--- config.mk ---
export PLATFORM = sky130hd
export DESIGN_NAME = hsc_mul
export DESIGN_NICKNAME = d
export VERILOG_FILES = /design/src/hdl/assert_macros.svh /design/src/hdl/hsc_pkg.sv /design/src/hdl/hsc_mul.sv
export SDC_FILE = /design/constraint.sdc
export NUM_CORES = 1
export LEC_CHECK = 0
export BUFFER_PORTS_ARGS = -buffer_cell sky130_fd_sc_hd__buf_4
export CORE_MARGIN = 2
export CORE_UTILIZATION = 35
export CTS_CLUSTER_SIZE = 24
export DETAILED_ROUTE_END_ITERATION = 6
export GPL_TIMING_DRIVEN = 1
export SKIP_LAST_GASP = 1
export SLEW_MARGIN = 25
export SYNTH_ARGS = -nofsm -noshare
export SYNTH_HDL_FRONTEND = slang
export SYNTH_SLANG_ARGS = --single-unit
export TNS_END_PERCENT = 5
--- constraint.sdc ---
create_clock -name clk_i -period 5.2 [get_ports clk_i]
set_input_delay 0.26 -clock clk_i [delete_from_list [all_inputs] [get_ports clk_i]]
set_output_delay 0.26 -clock clk_i [all_outputs]
set_load 0.005 [all_outputs]
--- src/hdl/assert_macros.svh ---
// Assertion macros used by the RTL of the collision time unit.
// Depends on nothing; define SYNTH to compile the checks away.
`ifndef ASSERT_MACROS_SVH
`define ASSERT_MACROS_SVH
`ifndef SYNTH
`define ASSERT_IMPLIES(name, clk, rstn, ante, cons) \
  name: assert property (@(posedge clk) disable iff (!rstn) (ante) |-> (cons)) \
    else $error("assertion failed: ante implies cons");
`define ASSERT_NEXT(name, clk, rstn, ante, cons) \
  name: assert property (@(posedge clk) disable iff (!rstn) (ante) |=> (cons)) \
    else $error("assertion failed: ante implies cons next cycle");
`else
`define ASSERT_IMPLIES(name, clk, rstn, ante, cons)
`define ASSERT_NEXT(name, clk, rstn, ante, cons)
`endif
`endif

--- src/hdl/hsc_pkg.sv ---
// Shared constants and types of the collision time unit.
// No dependencies; imported by every module of the block.
package hsc_pkg;

  localparam int NUM_PARTICLES = 1024;
  localparam int IDX_W         = 10;
  localparam int IDX_AW        = (NUM_PARTICLES > 2) ? $clog2(NUM_PARTICLES) : 1;
  localparam int TIME_W        = 32;
  localparam logic [TIME_W-1:0] TIME_NONE = '1;
  localparam int BOX_W         = 31;
  localparam logic [BOX_W-1:0] BOX_RESET = 31'd65536;
  localparam int COORD_W       = 32;
  localparam int CMD_W         = 2;
  localparam int IN_TDATA_W    = 248;
  localparam int OUT_TDATA_W   = 48;

  // serial multiplier: one digit of the second operand per cycle
  localparam int MUL_W         = 64;
  localparam int MUL_DIGIT_W   = 4;
  localparam int MUL_STEPS     = MUL_W / MUL_DIGIT_W;
  localparam int MUL_CNT_W     = $clog2(MUL_STEPS);

  typedef enum logic [CMD_W-1:0] {
    CMD_EVAL  = 2'd0,
    CMD_CLEAR = 2'd1,
    CMD_READ  = 2'd2
  } cmd_e;

endpackage

--- src/hdl/hsc_mul.sv ---
// Digit-serial unsigned multiplier, 64 x 64 -> 128, one 4-bit digit per cycle.
// Depends on hsc_pkg.
module hsc_mul import hsc_pkg::*; (
  input  logic                 clk_i,
  input  logic                 rst_ni,
  input  logic                 start_i,
  input  logic [MUL_W-1:0]     a_i,
  input  logic [MUL_W-1:0]     b_i,
  output logic                 done_o,
  output logic [2*MUL_W-1:0]   prod_o
);

  logic                         busy_q;
  logic                         done_q;
  logic [MUL_CNT_W-1:0]         cnt_q;
  logic [MUL_W-1:0]             a_q;
  logic [2*MUL_W-1:0]           p_q;
  logic [MUL_W+MUL_DIGIT_W-1:0] sum;

  // add a times the low digit to the upper half, then shift one digit right
  assign sum = {{MUL_DIGIT_W{1'b0}}, p_q[2*MUL_W-1:MUL_W]} + (a_q * p_q[MUL_DIGIT_W-1:0]);

  always_ff @(posedge clk_i or negedge rst_ni) begin
    if (!rst_ni) begin
      busy_q <= 1'b0;
      done_q <= 1'b0;
      cnt_q  <= '0;
    end else begin
      done_q <= 1'b0;
      if (start_i) begin
        busy_q <= 1'b1;
        cnt_q  <= '0;
      end else if (busy_q) begin
        cnt_q <= cnt_q + 1'b1;
        if (cnt_q == MUL_CNT_W'(MUL_STEPS - 1)) begin
          busy_q <= 1'b0;
          done_q <= 1'b1;
        end
      end
    end
  end

  always_ff @(posedge clk_i) begin
    if (start_i) begin
      a_q <= a_i;
      p_q <= {{MUL_W{1'b0}}, b_i};
    end else if (busy_q) begin
      p_q <= {sum, p_q[MUL_W-1:MUL_DIGIT_W]};
    end
  end

  assign done_o = done_q;
  assign prod_o = p_q;

endmodule

==> run metrics, run 1 <==
outcome completed; clk slew on worst S/H paths around 0.080 ns; CP max stage cell fa_1; Post-Syn Nets roughly 2,200; Top Ports 260; WP depth 19; Final nets roughly 2,400; dpl hpwl 37,000 um; Yosys reg bits 198; most common cell in the netlist inv_1; Die H approximately 230 um; antenna violations before repair 1; Core Util, Final between 40% and 50%; most used cell, CP fa_1; top-area cell type share of the netlist area 21.8%; Max Cap Viol 0; Crit path buffers/inverters 5; root buffer cell clkbuf_16; port buffer count approximately 260; maximum buffer depth of the clock tree 2; total number of vias 13,200; Post-synth top cells 306 x inv_1, 247 x and2_1, 187 x fa_1, 128 x edfxtp_1, 82 x a21oi_1; Finish-stage setup viols 0; remaining antenna violation count 0; die area 52,100 um2; syn avg cell area 10.0 um2; largest net degree at the start of global routing 84; Total Wirelength between 40,000 and 50,000 um; Synth area leader edfxtp_1; min cycle time layout a little over 5 ns; routability cong. 0.983; Slew Limit Fails 0; vias in the first global route around 14,000; crit path DAT 5.42 ns; Max VDD drop between 200 and 300 uV; CTS H-tree depth 4; Post-route DRC 0; worst r2r path cells 19; Hold/Removal Path Class in -> reg; pre-CTS setup slack -0.0262 ns; Post-Layout Inst Area about 22,000 um2; Finished Layout Cells roughly 2,700; final worst slack roughly 0.13 ns; fmax just under 200 MHz; initial core utilization a little over a third; gr usage total roughly a fifth; final hold vios 0; DR iter-0 viols about 600; static leakage about 10 nW; CTS Sinks just under 200; Hold Crit Depth 2; Ys Warns 0; worst-case clock skew approximately 0.014 ns; CP cell instances buf_6, and2_1, fa_1, fa_1, inv_1, fa_1, inv_1, ha_1, buf_4, nand4_1, or3_1, a211oi_2, buf_4, nor2_1, o21ai_1, a21oi_1, o21bai_1, xnor2_1, o22ai_1; Placeable Area 50,000 um2; P&R area growth vs syn 22.6%; Post-synth EDFFs approximately 130; CTS Buf Count 17; gr ovfl total 0; normalized max-slew margin a little under a third; CP Max Fanout 32; worst slew pin tran 1.05 ns; clk_lat worst skew between 0.5 and 0.6 ns; Seq/Total Area, Yosys around 30%; Tcrit/Tclk final between 90% and 100%; ant diodes 0; Mapped Area 17,600 um2; Avg WL per Cell 17.1 um; max incr delay on CP about 0.5 ns; first-pass GRT wire length roughly 76,000 um; Synth Instances between 1,500 and 2,000; CTS tree built; PD cells approximately 630 nW/um2; cell family with most CP delay adder cells; die width ~230 um; Post-synth ARST share 3.03%; Crit Path Class reg -> reg; placed cells roughly 2,600; layout cells sized above 1 20.6%; critical path endpoint category register; Std-Cell Rows a little over 80; TritonRoute pass-1 iters 6; placed cell area between 20,000 and 25,000 um2; Required @ worst endpoint approximately 5.6 ns; RSZ-0062 raised after global routing yes; Area contributors post-synth edfxtp_1 22%, fa_1 21%, and2_1 8.8%; DR vias/cell just under 5; predominant post-synthesis flop cell edfxtp_1; synth unique cells 84; CP Launch Type register
[stage by stage]
step / hold slack [ns] / total power [mW] / setup TNS [ns]
CTS: 0.0122 / 13.5 / 0
floorplan: -0.0356 / 9.38 / 0
global route: 0.0275 / 14.9 / -0.547
finish: 0.0498 / 13.5 / 0
detailed placement: 0.0747 / 11.9 / -0.0262
global placement: 0.0709 / 11.8 / -0.00936
[flip-flops by register name (all words and copies together) (netlist names)]
| register | count |
|---|---|
| busy_q | 1 |
| cnt_q | 4 |
| prod_o | 128 |
| done_o | 1 |
| a_q | 64 |
[where the power goes]
| group | internal, mW | total, mW | switching, mW |
|---|---|---|---|
| clock | 0.779 | 1.49 | 0.714 |
| sequential | 2.06 | 2.37 | 0.302 |
| combinational | 4.12 | 9.64 | 5.53 |
| total | 6.96 | 13.5 | 6.54 |
[worst paths after layout]
check / startpoint / to / slack, ns
setup / recovery: prod_o[1] / prod_o[106] / 0.13
hold / removal: b_i[40] / prod_o[40] / 0.05
setup reg to reg: prod_o[1] / prod_o[106] / 0.13
hold reg to reg: prod_o[117] / prod_o[117] / 0.51
max in group asynchronous: rst_ni / busy_q / 4.97
min in group asynchronous: rst_ni / cnt_q[0] / 0.10
[cells by family (layout without fill, tap and decap cells)]
group / Yosys count / in the layout / share of synthesized area (%)
xor+xnor: 62 / 62 / 3.08
mux: 90 / 90 / 5.56
fa+ha+maj: 264 / 264 / 26.7
compound gates: 282 / 282 / 10.6
buf+inv: 386 / 695 / 9.05
simple gates: 475 / 475 / 15.1
flops: 198 / 198 / 29.9
[final cells by class]
class,instances,area (um2)
well taps,672,841
fillers,4825,28400
flip-flops and latches,198,5280
repair buffers,357,2910
clock buffers,17,425
inverters,306,1150
clock inverters,15,208
multi-input cells,1173,10800
[per-layer routing]
layer	up-vias	share of wire (%)	global-route usage [%]
met3	58	4.9	3.56
li1	6311	-	-
met4	2	2.1	6.70
met1	6496	45	23.9
met2	343	48	31.4
met5	-	0.019	0
[what timing repair did]
| item | in CTS | in global routing |
|---|---|---|
| setup buffers | 0 | 2 |
| pin swaps | 0 | 1 |
| gates resized for setup | 1 | 11 |
| endpoints found under the setup margin | 2 | 19 |
| hold buffers | 66 | 0 |
| endpoints found under the hold margin | 71 | 0 |
[cell usage in the layout (no fill, tap or decap), types with 5 or more instances in the layout]
| cell type | instances |
|---|---|
| inv_1 | 305 |
| buf_4 | 283 |
| and2_1 | 247 |
| fa_1 | 187 |
| edfxtp_1 | 128 |
| a21oi_1 | 82 |
| nor2_1 | 77 |
| ha_1 | 75 |
| dlygate4sd3_1 | 66 |
| dfxtp_1 | 64 |
| nand2_1 | 63 |
| mux2_2 | 63 |
| xnor2_1 | 40 |
| o21ai_0 | 35 |
| a21o_1 | 35 |
| o22ai_1 | 28 |
| mux2i_1 | 27 |
| nand4_1 | 24 |
| xor2_1 | 22 |
| clkbuf_16 | 17 |
| o21bai_1 | 16 |
| nand3_1 | 12 |
| o21ai_1 | 11 |
| o21a_1 | 11 |
| o211ai_1 | 9 |
| nor3_1 | 9 |
| a31oi_1 | 8 |
| nor2b_1 | 7 |
| and3_1 | 6 |
| inv_6 | 5 |
| dfrtp_1 | 5 |
Power figures use the tool's default switching activity.
==> run 2, diff against run 1 <==
--- a/config.mk
+++ b/config.mk
@@ -5,12 +5,14 @@
 export SDC_FILE = /design/constraint.sdc
 export NUM_CORES = 1
 export LEC_CHECK = 0
+export ABC_AREA = 1
 export BUFFER_PORTS_ARGS = -buffer_cell sky130_fd_sc_hd__buf_4
 export CORE_MARGIN = 2
 export CORE_UTILIZATION = 35
 export CTS_CLUSTER_SIZE = 24
 export DETAILED_ROUTE_END_ITERATION = 6
 export GPL_TIMING_DRIVEN = 1
+export RECOVER_POWER = 100
 export SKIP_LAST_GASP = 1
 export SLEW_MARGIN = 25
 export SYNTH_ARGS = -nofsm -noshare
==> run 2 against run 1 <==
  * The flow now finishes with violations (max-capacitance violations, max-slew violations)
  * Via count increased by 35%
  * Critical path depth increased by 1
  * Core utilization decreased by 0.29 points
  * Synthesized cell count increased by 63%
  * Clock power about the same
  * Worst hold slack got worse by 0.0062 ns
  * Register-to-register slack improved by 0.31 ns
  * Combinational power decreased by 17%
  * Die area increased by 12%
  * Critical path type unchanged
  * Critical endpoint is now prod_o[120]
==> run metrics, run 2 <==
placed cell area around 23,000 um2; Max Cap Viol 5; Post-synth EDFFs approximately 130; crit path DAT ~5.2 ns; TritonRoute pass-1 iters 6; Total Wirelength between 60,000 and 70,000 um; CP Max Fanout 36; Mapped Area 19,800 um2; synth unique cells 33; clk_lat worst skew 0.51 ns; CTS Buf Count 17; Post-Syn Nets 3,263; Tcrit/Tclk final around nine tenths; Placeable Area between 50,000 and 60,000 um2; cell family with most CP delay adder cells; largest net degree at the start of global routing 78; Area contributors post-synth edfxtp_1 19%, fa_1 19%, nand2_1 17%; die width 242 um; Ys Warns 0; top-area cell type share of the netlist area roughly 19%; Die H between 200 and 250 um; layout cells sized above 1 8.70%; Avg WL per Cell 15.3 um; gr ovfl total 0; P&R area growth vs syn 21.8%; min cycle time layout ~4.8 ns; worst hold start b_i[46]; Crit path buffers/inverters 3; CTS H-tree depth 4; vias in the first global route around 18,000; setup_tns 0 ns; antenna violations before repair 0; Std-Cell Rows just under 90; worst setup path startpoint prod_o[2]; CTS Sinks between 150 and 200; DR iter-0 viols roughly 1,100; Max VDD drop approximately 290 uV; Required @ worst endpoint around 5.6 ns; Post-route DRC 0; final worst slack between 0.4 and 0.5 ns; total number of vias around 18,000; syn avg cell area approximately 6.9 um2; CP cell instances buf_4, nand2_1, fa_1, fa_1, fa_1, inv_1, ha_1, nand2_1, nand3_1, nand2_1, nand2_1, nand2_1, nand2_1, nand2_1, nand2_1, nand2_1, nand3_1, nand3_1, nand2_1, inv_1; normalized max-slew margin -121%; most common cell after layout, fill and taps aside nand2_1; CP Launch Type register; initial core utilization a little over a third; # resized after CTS 0; fmax 210 MHz; port buffer count 259; first-pass GRT wire length a little under 100,000 um; CTS tree built; failing checks max-capacitance violations, max-slew violations; PD cells ~480 nW/um2; Synth Instances 2,868; Largest register FFs between 100 and 150; critical path endpoint category register; DR vias/cell roughly 4.5; pre-CTS setup slack approximately 0.7 ns; outcome complete, but fails checks; RSZ-0062 raised after global routing no; Post-Layout Inst Area ~24,000 um2; predominant post-synthesis flop cell edfxtp_1; most common cell in the netlist nand2_1; CP max stage cell fa_1; Crit Path Class reg -> reg; ant diodes 0; worst slew pin tran around 3.3 ns; Finished Layout Cells 3,985; routability cong. about 0.97; dpl hpwl 48,300 um; maximum buffer depth of the clock tree 2; Final nets about 3,600; die area between 50,000 and 60,000 um2; root buffer cell clkbuf_16; grt met1 use 27.4%; Post-synth ARST share roughly 3.0%; Finish-stage setup viols 0; met3 GRT Util around 4.0%; placed cells 3,833; reg2reg start prod_o[2]; Synth area leader edfxtp_1; max incr delay on CP ~0.53 ns; grt met2 use between 30% and 40%; final hold vios 0; Yosys reg bits just under 200; most used cell, CP nand2_1; remaining antenna violation count 0; Post-synth top cells 914 x nand2_1, 849 x inv_1, 187 x fa_1, 149 x nor2_1, 147 x a21oi_1; clk slew on worst S/H paths around 0.090 ns; Hold/Removal Path Class in -> reg; Top Ports 260; worst-case clock skew ~0.018 ns; most used routing layer met2; static leakage approximately 14 nW; Seq/Total Area, Yosys 26.6%; gr usage total 21.5%; Slew Limit Fails approximately 270; most frequent cells in the layout 931 x nand2_1, 848 x inv_1, 187 x fa_1, 149 x nor2_1, 148 x a21oi_1; Core Util, Final a little over two fifths
run 2: cell count changes in the layout (fill, tap and decap cells not counted), moves of 63 or more:
cell	delta
inv_1	+543
mux2_2	-63
nand3_1	+78
nand2_1	+868
clkbuf_4	+134
a21oi_1	+66
nor2_1	+72
and2_1	-246
buf_4	-211
run 2: cell families after synthesis:
family / Yosys count / synth area share (%)
buffers and inverters: 918 / 17.4
xor gates and xnor gates: 26 / 1.15
and+or+nand+nor: 1222 / 24.8
DFF: 198 / 26.6
AOI/OAI and AO/OA: 240 / 6.26
adders and majority gates: 264 / 23.8
run 2: repair_timing:
item / 4_1_cts / 5_1_grt
hold endpoints to repair: 125 / 0
hold buffers: 120 / 0
setup buffers: 0 / 0
run 2: power breakdown:
group	switching [mW]	internal, mW
clock	0.794	0.662
sequential	0.252	2.01
combinational	5.27	2.70
total	6.32	5.37
run 2: metal layers:
layer | routed length [um] | vias to the layer above | part of all wire (%)
li1 | - | 9024 | -
met1 | 26800 | 8219 | 44
met2 | 28900 | 502 | 47
met3 | 3490 | 83 | 5.7
met4 | 1840 | 0 | 3.0
met5 | 0 | - | 0
run 2: final cells by class:
class                           instances  area, um2
Clock buffer                           17        425
Clock inverter                         15        195
Fill cell                            5970      32000
Inverter                              854       3210
Multi-Input combinational cell       1752      11000
Sequential cell                       198       5280
Tap cell                              756        946
Timing Repair Buffer                  393       3050
run 2: through the flow:
step / power [mW] / hold WS [ns]
final: 11.7 / 0.0436
after CTS: 11.9 / 0.00747
after global routing: 13.0 / 0.0328
after detailed placement: 10.3 / 0.0782
after floorplan: 7.69 / -0.0356
after global placement: 10.3 / 0.0746
run 2: worst paths after layout:
kind,to,slack [ns],depth (start not counted)
worst max-delay path,prod_o[120],0.44,20
worst min-delay path,prod_o[46],0.04,3
worst max register to register,prod_o[120],0.44,20
worst min register to register,cnt_q[3],0.49,1
max in group asynchronous,busy_q,4.72,2
min in group asynchronous,cnt_q[0],0.19,2
run 2: worst min-delay path, cell delays in order:
cell	delay [ns]
buf_4	0.08
nand2_1	0.04
nand2_1	0.07
==> run 3, diff against run 2 <==
--- a/config.mk
+++ b/config.mk
@@ -8,10 +8,11 @@
 export ABC_AREA = 1
 export BUFFER_PORTS_ARGS = -buffer_cell sky130_fd_sc_hd__buf_4
 export CORE_MARGIN = 2
-export CORE_UTILIZATION = 35
+export CORE_UTILIZATION = 60
 export CTS_CLUSTER_SIZE = 24
 export DETAILED_ROUTE_END_ITERATION = 6
 export GPL_TIMING_DRIVEN = 1
+export PLACE_DENSITY = 0.82
 export RECOVER_POWER = 100
 export SKIP_LAST_GASP = 1
 export SLEW_MARGIN = 25
==> run 3 against run 2 <==
  * The flow still finishes with violations (max-capacitance violations, max-slew violations)
  * Wire length increased by 12%
  * Die area fell by 41%
  * Via count rose by 8.7%
  * Critical endpoint is now prod_o[122]
==> run metrics, run 3 (same netlist as run 2, synthesis figures left out) <==
largest net degree at the start of global routing 83; die width 186 um; Die H 186 um; CTS Sinks approximately 200; vias in the first global route roughly 20,000; CTS tree built; clk slew on worst S/H paths approximately 0.09 ns; worst slew pin tran 2.85 ns; clk_lat worst skew around 0.49 ns; multi-input logic area approximately 11,000 um2; Largest register FFs 128; die area approximately 34,000 um2; Total Wirelength 68,400 um; root buffer cell clkbuf_16; Top Ports between 200 and 300; Avg WL per Cell 18.9 um; CP Launch Type register; TritonRoute pass-1 iters 6; layout cells sized above 1 10.0%; failing checks max-capacitance violations, max-slew violations; Required @ worst endpoint 5.57 ns; # resized after CTS 0; most frequent cells in the layout 926 x nand2_1, 848 x inv_1, 187 x fa_1, 157 x clkbuf_4, 150 x nor2_1; CP cell instances buf_12, nand2_1, inv_1, fa_1, fa_1, inv_1, fa_1, inv_1, ha_1, nand2_1, nand2_1, a21oi_1, o21ai_2, inv_1, nand2_1, nand2_1, nand2_1, nand2_1, nand2_1, nand2_1, nand3_1, nand2_1, inv_1; first-pass GRT wire length approximately 100,000 um; CP Max Fanout 64; outcome complete, but fails checks; total number of vias 19,400; Final nets around 3,600; Slew Limit Fails around 130; worst setup path startpoint prod_o[2]; setup_tns 0 ns; P&R area growth vs syn 17.9%; dpl hpwl ~50,000 um; CTS Buf Count 17; max incr delay on CP around 0.56 ns; Crit Path Class reg -> reg; maximum buffer depth of the clock tree 2; gr usage total approximately two fifths; Finish-stage setup viols 0; gr ovfl total 0; Min Hold Slack 0.0398 ns; DR iter-0 viols roughly 1,800; port buffer count between 200 and 300; Max Cap Viol 3; most used cell, CP nand2_1; critical path endpoint category register; final hold vios 0; CTS H-tree depth 4; Std-Cell Rows 66; fmax 202 MHz; RSZ-0062 raised after global routing no; Tcrit/Tclk final between 90% and 100%; cell family with most CP delay adder cells; reg2reg start prod_o[2]; static leakage 14.2 nW; min cycle time layout slightly below 5 ns; DR vias/cell between 5 and 6; Post-Layout Inst Area 23,300 um2; crit path DAT approximately 5.3 ns; Setup Fix Bufs, Post-CTS 0; ant diodes 0; Storage cell area 5280 um2; cts hold-fix bufs 64; normalized max-slew margin -90.3%; Post-route DRC 0; placed cell area roughly 22,000 um2; initial core utilization around three fifths; routability cong. 0.989; Placeable Area approximately 33,000 um2; worst-case clock skew between 0.02 and 0.025 ns; Crit path buffers/inverters 6; CP max stage cell fa_1; PD cells 523 nW/um2; worst hold start b_i[37]; Max VDD drop ~290 uV; most common cell after layout, fill and taps aside nand2_1; remaining antenna violation count 0; # fillers 2,450; Hold/Removal Path Class in -> reg; antenna violations before repair 0
run 3: changes by cell type in the layout (fill, tap and decap cells not counted), sizes merged:
cell         delta
clkinv          -2
inv             +1
clkbuf          +1
dlygate4sd3    -56
bufinv          +1
buf             +9
run 3: worst min-delay path: cells and delay by family:
| kind | cells | cell delay [ns] |
|---|---|---|
| simple gates | 2 | 0.09 |
| buf+inv | 1 | 0.08 |
run 3: per-layer routing:
| layer | GRT usage (%) | routed length (um) |
|---|---|---|
| met1 | 47.8 | 26300 |
| met2 | 69.0 | 32900 |
| met3 | 6.61 | 5200 |
| met4 | 22.9 | 4110 |
| met5 | 0 | 0 |
run 3: area by class of cell:
cell class / count / share of cell area [%]
Sequential cell: 198 / 22.6
Multi-Input combinational cell: 1752 / 47.2
Timing Repair Buffer: 347 / 11.3
Tap cell: 442 / 2.37
Inverter: 854 / 13.7
Clock buffer: 17 / 1.82
Clock inverter: 15 / 0.906
run 3: power breakdown:
group / internal (mW) / switching [mW]
Clock: 0.713 / 0.795
Combinational: 2.80 / 5.61
Sequential: 2.01 / 0.258
run 3: path summary, 6_finish.rpt:
kind / endpoint / slack [ns] / depth (start not counted)
max in group asynchronous: cnt_q[0] / 4.73 / 2
min in group asynchronous: done_o / 0.21 / 2
min: prod_o[37] / 0.04 / 3
max reg2reg: prod_o[122] / 0.24 / 23
min reg2reg: cnt_q[3] / 0.49 / 1
max: prod_o[122] / 0.24 / 23
run 3: through the flow:
stage	setup WS [ns]	utilization (%)	std cells	power (mW)
6_report	0.241	71.7	3625	12.2
5_1_grt	0.133	71.7	3625	13.2
4_1_cts	0.546	72.4	3625	12.1
3_5_place_dp	0.585	68.4	3529	10.5
3_3_place_gp	0.646	68.4	3529	10.3
2_1_floorplan	1.14	-	2868	7.69
